--- config.mk ---
export PLATFORM = sky130hd
export DESIGN_NAME = cpu16_div
export DESIGN_NICKNAME = d
export VERILOG_FILES = /design/src/design/cpu16_pkg.sv /design/src/design/cpu16_div.sv
export SDC_FILE = /design/constraint.sdc
export NUM_CORES = 1
export LEC_CHECK = 0
export ABC_AREA = 1
export BUFFER_PORTS_ARGS = -buffer_cell sky130_fd_sc_hd__buf_2
export CAP_MARGIN = 20
export CORE_MARGIN = 5
export CORE_UTILIZATION = 54
export DETAILED_ROUTE_END_ITERATION = 10
export GPL_ROUTABILITY_DRIVEN = 0
export PLACE_DENSITY_LB_ADDON = 0.2
export SLEW_MARGIN = 20
export SYNTH_ARGS = -nofsm -noshare
export SYNTH_HDL_FRONTEND = slang
export SYNTH_SLANG_ARGS = --single-unit
--- constraint.sdc ---
create_clock -name i_clk -period 2.6 [get_ports i_clk]
set_clock_uncertainty 0.1 [all_clocks]
set_input_delay 0.26 -clock i_clk [delete_from_list [all_inputs] [get_ports i_clk]]
set_output_delay 0.26 -clock i_clk [all_outputs]
set_load 0.03 [all_outputs]
--- src/design/cpu16_pkg.sv ---
`default_nettype none

package cpu16_pkg;

    localparam logic [4:0] OP_ADD = 5'd0;
    localparam logic [4:0] OP_SUB = 5'd1;
    localparam logic [4:0] OP_MUL = 5'd2;
    localparam logic [4:0] OP_DIV = 5'd3;
    localparam logic [4:0] OP_AND = 5'd4;
    localparam logic [4:0] OP_OR  = 5'd5;
    localparam logic [4:0] OP_XOR = 5'd6;
    localparam logic [4:0] OP_SHL = 5'd7;
    localparam logic [4:0] OP_LDB = 5'd8;
    localparam logic [4:0] OP_LDW = 5'd9;
    localparam logic [4:0] OP_STB = 5'd10;
    localparam logic [4:0] OP_STW = 5'd11;
    localparam logic [4:0] OP_JMP = 5'd12;
    localparam logic [4:0] OP_JZS = 5'd13;
    localparam logic [4:0] OP_JZC = 5'd14;
    localparam logic [4:0] OP_JCS = 5'd15;
    localparam logic [4:0] OP_JCC = 5'd16;
    localparam logic [4:0] OP_JNS = 5'd17;
    localparam logic [4:0] OP_JNC = 5'd18;

    localparam logic [15:0] PC_STEP = 16'd4;

    typedef struct packed {
        logic [4:0]         op;
        logic [4:0]         dest_index;
        logic [4:0]         first_index;
        logic               use_immediate;
        logic signed [15:0] operand_two;
    } t_instr;

    typedef struct packed {
        logic [15:0] value;
        logic        zero_flag;
        logic        neg_flag;
        logic        carry_flag;
        logic [15:0] next_pc;
        logic        div_error;
    } t_result;

    // divider control
    typedef struct packed {
        logic        start;
        logic [15:0] dividend;
        logic [15:0] divisor;
    } t_div_req;

    typedef struct packed {
        logic        done;
        logic [16:0] quotient;
    } t_div_rsp;

endpackage

`default_nettype wire

--- src/design/cpu16_div.sv ---
`default_nettype none

// signed restoring divider, one quotient bit per cycle
module cpu16_div (
    input  wire logic               i_clk,
    input  wire logic               i_rst_n,
    input  wire cpu16_pkg::t_div_req i_req,
    output cpu16_pkg::t_div_rsp     o_rsp
);
    import cpu16_pkg::*;

    logic        r_busy, n_busy;
    logic [4:0]  r_cnt, n_cnt;
    logic [15:0] r_rem, n_rem;
    logic [15:0] r_quo, n_quo;
    logic [15:0] r_dvs, n_dvs;
    logic        r_neg, n_neg;
    logic        r_done, n_done;
    logic [16:0] trial;
    logic [16:0] q_mag;

    always_comb begin
        n_busy = r_busy;
        n_cnt  = r_cnt;
        n_rem  = r_rem;
        n_quo  = r_quo;
        n_dvs  = r_dvs;
        n_neg  = r_neg;
        n_done = 1'b0;
        trial  = {r_rem, r_quo[15]} - {1'b0, r_dvs};
        if (i_req.start) begin
            n_busy = 1'b1;
            n_cnt  = 5'd0;
            n_rem  = 16'd0;
            n_quo  = i_req.dividend[15] ? (16'd0 - i_req.dividend) : i_req.dividend;
            n_dvs  = i_req.divisor[15] ? (16'd0 - i_req.divisor) : i_req.divisor;
            n_neg  = i_req.dividend[15] ^ i_req.divisor[15];
        end else if (r_busy) begin
            if (trial[16]) begin
                n_rem = {r_rem[14:0], r_quo[15]};
                n_quo = {r_quo[14:0], 1'b0};
            end else begin
                n_rem = trial[15:0];
                n_quo = {r_quo[14:0], 1'b1};
            end
            n_cnt = r_cnt + 5'd1;
            if (r_cnt == 5'd15) begin
                n_busy = 1'b0;
                n_done = 1'b1;
            end
        end
    end

    always_ff @(posedge i_clk) begin
        if (!i_rst_n) begin
            r_busy <= 1'b0;
            r_done <= 1'b0;
            r_cnt  <= 5'd0;
        end else begin
            r_busy <= n_busy;
            r_done <= n_done;
            r_cnt  <= n_cnt;
        end
        r_rem <= n_rem;
        r_quo <= n_quo;
        r_dvs <= n_dvs;
        r_neg <= n_neg;
    end

    // magnitude can reach 32768 for -32768 / 1
    assign q_mag = {1'b0, r_quo};
    assign o_rsp.done     = r_done;
    assign o_rsp.quotient = r_neg ? (17'd0 - q_mag) : q_mag;

endmodule

`default_nettype wire

==> results of run 1 <==
[cell type report]
class	instances	area share, %
Timing Repair Buffer	60	6.64
Multi-Input combinational cell	449	49.0
Tap cell	102	2.62
Inverter	125	9.65
Sequential cell	56	29.8
Clock inverter	2	0.334
Clock buffer	6	1.93
[Yosys cell counts (2+ instances only)]
master	count	area [sq um]
xor2_1	30	263
dfxtp_1	23	460
and2_1	2	12.5
ha_1	21	263
o21ai_0	26	130
buf_6	2	22.5
a21oi_1	14	70.1
edfxtp_1	33	991
nor3_1	13	65.1
inv_1	124	465
a211oi_1	2	15.0
nand2_2	5	31.3
nand3_1	47	235
buf_4	2	15.0
o21bai_1	2	15.0
nand4_1	8	50.1
and3_1	2	12.5
clkbuf_1	9	33.8
nor2_1	46	173
a31oi_1	2	12.5
a21oi_2	2	17.5
nor2_2	2	12.5
xnor2_1	11	96.3
nand2_1	200	751
nor4_1	4	25.0
[metal layers]
metal / global-route usage, % / up-vias / routed length (um)
met5: 0 / - / 0
met4: 5.15 / 0 / 114
met3: 2.10 / 9 / 466
met2: 34.6 / 83 / 4760
met1: 28.1 / 1824 / 4650
li1: - / 2118 / -
[flip-flops by register name (all words and copies together), names as in the netlist]
register / cells
r_busy: 1
r_cnt: 5
r_done: 1
r_dvs: 16
r_neg: 1
r_quo: 16
r_rem: 16
[what timing repair did]
action | 4_1_cts | 5_1_grt
resized for setup | 1 | 12
hold buffers | 0 | 0
pin swaps | 0 | 2
buffers inserted | 0 | 4
endpoints found under the setup margin | 2 | 17
[worst max-delay path by stage]
| stage | slack (ns) | to | depth (start not counted) | startpoint |
|---|---|---|---|---|
| 2_1_floorplan | 0.39 | r_quo[0] | 14 | r_quo[15] |
| 3_3_place_gp | 0.28 | r_rem[2] | 15 | r_quo[15] |
| 3_5_place_dp | 0.19 | r_rem[4] | 15 | r_quo[15] |
| 4_1_cts | 0.03 | o_rsp[14] | 10 | r_quo[0] |
| 5_1_grt | -0.04 | o_rsp[13] | 9 | r_quo[4] |
| 6_report | 0.11 | o_rsp[14] | 10 | r_quo[0] |
[cell families (layout without fill, tap and decap cells)]
family | after synthesis | after routing | synth area share (%)
and+or+nand+nor | 332 | 332 | 32.1
buffers and inverters | 139 | 193 | 12.6
DFF | 56 | 56 | 33.5
AOI/OAI and AO/OA | 54 | 54 | 6.99
xor gates and xnor gates | 41 | 41 | 8.29
adders and majority gates | 22 | 22 | 6.52
[where the power goes]
part	leakage (nW)	switching [mW]	internal (mW)
logic	2.00	0.431	0.213
clock network	0.0582	0.311	0.254
registers	0.516	0.0437	1.01
total	2.57	0.786	1.48
==> reports/results.ini, run 1 <==
[power_and_ir_drop]
irDropWorstVdd_mv = 0.309
p_per_area_nw_per_um2 = 466
totalPowerFinal_mw = 2.27
p_leak_nw = 2.57

[grt]
grt_pass1_vias = 3778
antenna_found_initial = 0
grt_max_degree = 21
grt.total_usage_pct = 20.5
grt-ovfl-total = 0
grt_pass1_wl_mm = 16.9

[critical_path]
crit_buf_inv = 2
rrSetupSlack_ns = 0.19
critPathLaunchType = flop
max_stage_delay_ns = 0.44
critical_path_arrival_ns = 2.13
crit_path_end_kind = primary output
cp_cell_sequence = inv_2, ha_2, nand3_2, nor3_4, nand3_2, nor2_4, nand2_1, nand2_1, xor2_1, buf_4
critPathRequiredTime_ns = 2.24
r2r_cells = 13
r2r-start = r_quo[15]
path_class = reg2out
timing.rr.end = r_quo[0]
path_delay_family = simple AND/OR/NAND/NOR gates
cp_slowest_cell = edfxtp_1
worstPathMaxFanout = 3

[place]
dp_cells = 788
post_dp_cell_area_sq_um = 4680
portBuffers = 52
hpwl_mm = 7.79
place_ws_ns = 0.187

[logic_synthesis]
postSynthAreaPerCell_sq_um = 6.73
yosys_warnings = 0
syn_inst = 644
synth_flop_cell = edfxtp_1
async_flop_share_pct = 0
syn_area_sq_um = 4330
synthDistinctLibCells = 37
synth_edf_count = 33
ys_seq_area_share_pct = 33.5
synth_nets = 701
synth-seq-cells = 56

[clock_tree]
numCtsBuffers = 5
clock_latency_ns = 0.31
clk_pin_slew_ns = 0.10
cts_buffer_depth = 2
cts_tree = done
htreeDepth = 2
clockRootBuffer = clkbuf_8
clock_sinks = 56

[min_path]
hp-start = i_req[0]
hold_path.class = in2reg
min_to = r_dvs[0]
hold_depth = 1

[layout]
fin_cells = 800
syn2layout_area_growth_pct = 12.2
fillers = 737
antenna_cells = 0
final_common_cell = nand2_1
final_cell_mix = 200 x nand2_1, 123 x inv_1, 51 x buf_2, 45 x nor2_1, 45 x nand3_1
drive_above_1_share_pct = 12.5
regArea_sq_um = 1450
finish.utilization_pct = 62.6
finalNetCount = 754
multiInputGateArea_sq_um = 2380
fin_area_sq_um = 4860

[sta]
hold_violations = 0
fin_crit_sh_pct = 95.7
tightestPinTransition_ns = 0.650
timing.final.ws_setup_ns = 0.112
holdWs_ns = 0.0777
period_minus_slack_ns = 2.49
relSlewSlack_pct = 56.6
fmax_mhz = 402
slew_viol_final = 0
rsz0062_at_grt = yes
fin_tns_setup_ns = 0
setup_violations = 0

[floorplanning]
core-area_sq_um = 7770
die_x_um = 99.6
die_area_sq_um = 9920
start_util_pct = 55.8
num_rows = 32
io_pins = 53
die_y_um = 99.6

[routing]
routed_wl_mm = 9.99
routed_via_density = 5.04
drt-pass1-iter-count = 5
vias = 4034
ant_nets = 0
drt_iter0_drc = 211
drc_errors = 0
wl_per_cell_um = 12.5

[run_status]
status = finished clean

[flow_run]
drv_cap = 0

No activity file was read; power rests on OpenSTA's default activity.
==> inputs of run 2 (changes only) <==
Settings changed: CELL_PAD_IN_SITES_DETAIL_PLACEMENT set to 1, CELL_PAD_IN_SITES_GLOBAL_PLACEMENT set to 1, CORE_UTILIZATION 54 to 42.
==> run 2 against run 1 <==
Sequential share of layout area decreased by 0.68 points. Core utilization decreased by 14 points. First-iteration DRC count decreased by 11%. Fmax increased by 1.5%. Wire length increased by 24%. Critical path depth decreased by 1. Sequential power about the same. Register-to-register slack about the same. Cell count increased by 4.8%. Global-route usage decreased by 1.1 points. Combinational power increased by 7.1%. Critical path type unchanged. Critical endpoint is now o_rsp[13]. Highest routed layer unchanged.
==> reports/results.ini, run 2 (synthesis results as in run 1) <==
[floorplanning]
die_area_sq_um = 12500  ; +26%
io_pins = 53  ; unchanged
die_y_um = 112  ; +12%
num_rows = 37  ; +16%
core-area_sq_um = 10200  ; +31%
start_util_pct = 42.6  ; -13 points
die_x_um = 112  ; +12%

[min_path]
hp-start = i_req[0]
hold_depth = 1  ; unchanged
hold_path.class = in2reg
min_to = r_dvs[0]

[routing]
route.met3.wl_um = 298  ; -36%
m1WireLength_mm = 5.65  ; +21%
met2WireLength_mm = 6.37  ; +34%
dr.max_layer_used = met4
wl_per_cell_um = 14.8  ; +19%
vias = 4223  ; +4.7%
ant_nets = 0  ; unchanged
drt-pass1-iter-count = 4  ; -1
drc_errors = 0  ; unchanged
routed_via_density = 5.04  ; about the same
drt_iter0_drc = 187  ; -11%
routed_wl_mm = 12.4  ; +24%

[layout]
finalNetCount = 758  ; +0.53%
fillers = 1386  ; +88%
antenna_cells = 0  ; unchanged
syn2layout_area_growth_pct = 14.8
drive_above_1_share_pct = 14.1  ; +1.6 points
reg.largest.list = r_dvs (16), r_quo (16), r_rem (16)
final_common_cell = nand2_1
fin_cells = 838  ; +4.8%
final_cell_mix = 195 x nand2_1, 121 x inv_1, 50 x buf_2, 43 x nor2_1, 43 x nand3_1

[sta]
tightestPinTransition_ns = 0.713  ; +0.0621 ns
slew_viol_final = 0  ; unchanged
holdWs_ns = 0.0632  ; -0.0145 ns
relSlewSlack_pct = 52.4  ; -4.1 points
hold_violations = 0  ; unchanged
fin_crit_sh_pct = 94.3  ; -1.5 points
setup_violations = 0  ; unchanged
period_minus_slack_ns = 2.45  ; -0.0377 ns
fmax_mhz = 408  ; +1.5%

[grt]
grt.total_usage_pct = 19.3  ; -1.1 points
antenna_found_initial = 0  ; unchanged
grt_pass1_wl_mm = 19.9  ; +18%
grt_pass1_vias = 4255  ; +13%
grt_max_degree = 35  ; +67%
grt-ovfl-total = 0  ; unchanged

[clock_tree]
clock_sinks = 56  ; unchanged
clockRootBuffer = clkbuf_8
clk_pin_slew_ns = 0.11  ; about the same
cts_buffer_depth = 2  ; unchanged
htreeDepth = 2  ; unchanged
cts_tree = done
numCtsBuffers = 5  ; unchanged
clock_latency_ns = 0.31  ; about the same

[power_and_ir_drop]
irDropWorstVdd_mv = 0.285  ; -7.5%
p_per_area_nw_per_um2 = 468  ; +0.32%
p_leak_nw = 2.59  ; +0.79%
totalPowerFinal_mw = 2.33  ; +2.6%

[run_status]
status = finished clean

[critical_path]
cp_common_cell = nand2_2
cp_slowest_cell = edfxtp_1
critPathLaunchType = flop
timing.rr.end = r_rem[6]
path_delay_family = flip-flops
crit_path_end_kind = primary output
critical_path_arrival_ns = 2.09  ; -0.04 ns
crit_buf_inv = 2  ; unchanged
cp_cell_sequence = inv_2, nand3_1, o21ai_2, nand2_2, a21oi_2, nand2_2, nor2_2, xor2_1, buf_4
rrSetupSlack_ns = 0.19  ; about the same
max_stage_delay_ns = 0.43  ; about the same
path_class = reg2out
r2r-start = r_quo[15]
cp.depth = 9  ; -1
worstPathMaxFanout = 3  ; unchanged
critPathRequiredTime_ns = 2.24  ; about the same
r2r_cells = 15  ; +2

[place]
dp_cells = 821  ; +4.2%
portBuffers = 52  ; unchanged
hpwl_mm = 9.94  ; +28%

[flow_run]
drv_cap = 0  ; unchanged

==> run 2: cell types whose count changed in the layout (fill, tap and decap cells not counted), sizes merged <==
cell    previous run  this run
nand2            206       209
buf               60        61
bufinv             0         1
clkbuf             6         7
clkinv             2         1
inv              125       124
==> run 2: worst max path at each step <==
stage	from	endpoint	slack, ns
after detailed placement	r_busy	r_quo[4]	0.13
final	r_quo[2]	o_rsp[13]	0.15
after global placement	r_busy	r_quo[2]	0.23
after global routing	r_quo[1]	o_rsp[14]	-0.02
after floorplan	r_quo[15]	r_quo[0]	0.39
after CTS	r_quo[2]	o_rsp[13]	0.002
==> run 2: cell type report <==
type	count	area [sq um]	area share, %
clock buffers	7	76.3	1.53
clock inverters	1	30.0	0.603
inverters	125	469	9.43
multi-input cells	452	2450	49.2
flip-flops and latches	56	1450	29.2
well taps	136	170	3.42
repair buffers	61	333	6.69
==> run 2: power by group <==
part	total (mW)	leakage [nW]	internal [mW]	switching, mW
clock	0.576	0.0524	0.289	0.287
sequential	1.06	0.516	1.02	0.0468
combinational	0.690	2.02	0.222	0.467
total	2.33	2.59	1.53	0.801
==> run 2: per-stage QoR <==
stage	worst slack, ns	area (sq um)	utilization [%]	setup TNS, ns
after floorplan	0.390	4330	-	0
after global placement	0.229	4710	46.3	0
after detailed placement	0.127	4710	46.3	0
after CTS	0.00200	4820	47.3	0
after global routing	-0.0168	4980	48.9	-0.0168
final	0.149	4980	48.9	0
==> run 2: routing by layer <==
metal  vias to the layer above  track usage, %
li1                       2131               -
met1                      2026            25.0
met2                        60            34.9
met3                         6            2.34
met4                         0            3.57
met5                         -               0
==> run 2: what timing repair did <==
| action | in CTS | in global routing |
|---|---|---|
| buffers inserted | 0 | 6 |
| gates resized for setup | 1 | 26 |
| hold buffers | 0 | 0 |
| pin swaps | 0 | 8 |
| endpoints found under the setup margin | 2 | 21 |
| gates cloned | 0 | 3 |
==> inputs of run 3 (changes only) <==
Settings changed: ABC_AREA 1 to not set, CORE_UTILIZATION 42 to 45.
==> run 3 against run 2 <==
The run now ends with setup timing left. Synthesized cell count decreased by 30%. Die area decreased by 11%. Critical path depth decreased by 3. Clock-buffer cell count increased by 1. Critical endpoint is now o_rsp[14].
==> reports/results.ini, run 3 <==
[routing]
vias = 3612  ; -14%
drt_iter0_drc = 78  ; -58%
routed_wl_mm = 10.9  ; -12%
routed_via_density = 5.63  ; +12%
wl_per_cell_um = 17.0  ; +15%
drc_errors = 0  ; unchanged
ant_nets = 0  ; unchanged
drt-pass1-iter-count = 4  ; unchanged

[layout]
fin_area_sq_um = 5040  ; +1.3%
antenna_cells = 0  ; unchanged
multiInputGateArea_sq_um = 2570  ; +5.2%
finish.utilization_pct = 57.5  ; +8.7 points
finalNetCount = 590  ; -22%
fillers = 1039  ; -25%
drive_above_1_share_pct = 27.9  ; +14 points
syn2layout_area_growth_pct = 23.8
regArea_sq_um = 1450  ; unchanged
final_cell_mix = 49 x nor2_1, 47 x buf_4, 45 x buf_2, 33 x edfxtp_1, 32 x xnor2_1
reg.largest.list = r_dvs (16), r_quo (16), r_rem (16)
final_common_cell = nor2_1

[floorplanning]
io_pins = 53  ; unchanged
core-area_sq_um = 8760  ; -14%
die_x_um = 105  ; -5.8%
die_y_um = 105  ; -5.8%
num_rows = 34  ; -8.1%
die_area_sq_um = 11100  ; -11%
start_util_pct = 46.5  ; +3.9 points

[critical_path]
crit_buf_inv = 1  ; -1
critical_path_arrival_ns = 2.45  ; +0.36 ns
cp_cell_sequence = or3_4, or3b_4, or3_4, o41ai_2, xnor2_1, buf_4
max_stage_delay_ns = 0.41  ; -0.02 ns
path_class = reg2out
critPathLaunchType = flop
critPathRequiredTime_ns = 2.24  ; about the same
cp_common_cell = or3_4
crit_path_end_kind = primary output
worstPathMaxFanout = 3  ; unchanged
path_delay_family = simple AND/OR/NAND/NOR gates
cp_slowest_cell = or3b_4

[flow_run]
drv_cap = 0  ; unchanged

[logic_synthesis]
syn_area_sq_um = 4070  ; -6.1%
synth-seq-cells = 56  ; unchanged
yosysTopAreaCell = edfxtp_1
synth_flop_cell = edfxtp_1
synthTopCellsByArea = edfxtp_1 24%, dfxtp_1 11%, xnor2_1 7.1%
synth_edf_count = 33  ; unchanged
postSynthAreaPerCell_sq_um = 9.07  ; +35%
synth_top_area_share_pct = 24.3  ; +1.5 points
ys_seq_area_share_pct = 35.6  ; +2.2 points
synthDistinctLibCells = 63  ; +70%
yosys_warnings = 0  ; unchanged
synth.top_cells.by_count = 49 x nor2_1, 33 x edfxtp_1, 33 x xnor2_1
syn_inst = 449  ; -30%
synth.most_common_cell = nor2_1
async_flop_share_pct = 0  ; unchanged
synth_nets = 506  ; -28%

[min_path]
hold_path.class = in2reg

[sta]
fin_crit_sh_pct = 108  ; +14 points
timing.final.ws_setup_ns = -0.212  ; -0.361 ns
fmax_mhz = 356  ; -13%
period_minus_slack_ns = 2.81  ; +0.361 ns
hold_violations = 0  ; unchanged
relSlewSlack_pct = 69.6  ; +17 points
slew_viol_final = 0  ; unchanged
rsz0062_at_grt = yes
tightestPinTransition_ns = 0.452  ; -0.260 ns
holdWs_ns = 0.0661  ; +0.00288 ns
setup_violations = 24  ; +24

[power_and_ir_drop]
p_per_area_nw_per_um2 = 588  ; +26%
irDropWorstVdd_mv = 0.231  ; -19%
p_leak_nw = 2.09  ; -19%
netSwitchingPower_mw = 1.06  ; +32%
clkPwrFrac_pct = 20.7  ; -4.1 points
p_seq_share_pct = 37.7  ; -7.9 points
power.internal_mw = 1.90  ; +25%
totalPowerFinal_mw = 2.96  ; +27%
switching_share_pct = 35.7  ; +1.3 points
p_comb_share_pct = 41.6  ; +12 points

[clock_tree]
cts_tree = done
clk_pin_slew_ns = 0.10  ; about the same
cts_buffer_depth = 2  ; unchanged
clockRootBuffer = clkbuf_8
htreeDepth = 2  ; unchanged
clock_latency_ns = 0.33  ; +0.02 ns
clock_sinks = 56  ; unchanged
numCtsBuffers = 5  ; unchanged

[place]
portBuffers = 52  ; unchanged
hpwl_mm = 7.94  ; -20%
place_ws_ns = -0.139  ; -0.266 ns
post_dp_cell_area_sq_um = 4660  ; -1.1%

[grt]
grt_pass1_vias = 3583  ; -16%
grt_max_degree = 45  ; +29%
antenna_found_initial = 0  ; unchanged
grt.total_usage_pct = 18.7  ; -0.61 points
grt_pass1_wl_mm = 17.5  ; -12%
grt-ovfl-total = 0  ; unchanged

[run_status]
violations = setup timing
status = finished with violations

## run 3: cell types whose count changed after synthesis, moves of 8 or more
cell      previous run  this run
a21o_1               1         9
inv_1              124        25
o21ai_0             26        17
xnor2_1             11        33
a21oi_1             14        27
nand3_1             47         6
nand2b_1             0         9
mux2i_1              0        12
nand2_1            200        30
a211oi_1             2        13
## run 3: metal layers
metal / part of all wire (%) / global-route usage, % / up-vias / wire [um]
li1: - / - / 1776 / -
met1: 45 / 24.2 / 1753 / 4930
met2: 49 / 32.8 / 70 / 5380
met3: 3.8 / 2.59 / 13 / 415
met4: 1.5 / 4.84 / 0 / 158
met5: 0 / 0 / - / 0
## run 3: logic make-up (layout without fill, tap and decap cells)
group	Yosys count	after routing	share of synthesized area (%)
fa+ha+maj	22	22	6.95
xor+xnor	56	56	12.0
buf+inv	47	132	5.29
simple gates	144	144	17.9
flops	56	56	35.6
mux	14	14	3.60
compound gates	110	110	18.5
## run 3: worst register-to-register path, stage by stage, from the launching register on
cell and delay [ns]:
edfxtp_1 0.41, inv_2 0.10, ha_4 0.15, fa_2 0.23
nor2b_4 0.05, o31ai_2 0.20, a21oi_2 0.11, or2_4 0.28
a311oi_4 0.41, buf_4 0.19, mux2_4 0.29, a211oi_2 0.20
## run 3: what timing repair did
item | CTS | global route
resized for setup | 24 | 23
buffers inserted | 3 | 5
hold buffers | 0 | 0
endpoints found under the setup margin | 19 | 24
pin swaps | 10 | 16
cloned | 0 | 1
## run 3: power groups by stage
stage,sequential (mW),combinational (mW),clock [mW]
after floorplan,1.11,0.755,0
after global placement,1.12,1.06,0
after detailed placement,1.13,1.09,0
after CTS,1.11,1.15,0.626
after global routing,1.13,1.34,0.655
final,1.12,1.23,0.613
## run 3: cell type report
type / count / share of cell area (%)
clock buffers: 8 / 2.43
inverters: 25 / 1.86
multi-input cells: 346 / 51.0
flip-flops and latches: 56 / 28.8
well taps: 108 / 2.68
repair buffers: 99 / 13.2
## run 3: worst paths after layout
path	startpoint	end	slack [ns]	cells after the start
worst min register to register	r_cnt[4]	r_cnt[4]	0.40	2
worst max register to register	r_quo[15]	r_rem[0]	-0.19	11
worst max-delay path	r_quo[4]	o_rsp[14]	-0.21	6
worst min-delay path	i_req[0]	r_dvs[0]	0.07	1
## run 3: metrics by stage
step | setup TNS (ns) | std cells
after detailed placement | -0.738 | 625
after global routing | -5.18 | 642
final | -2.18 | 642
after floorplan | -0.0304 | 449
after CTS | -1.10 | 636
after global placement | -0.0237 | 625
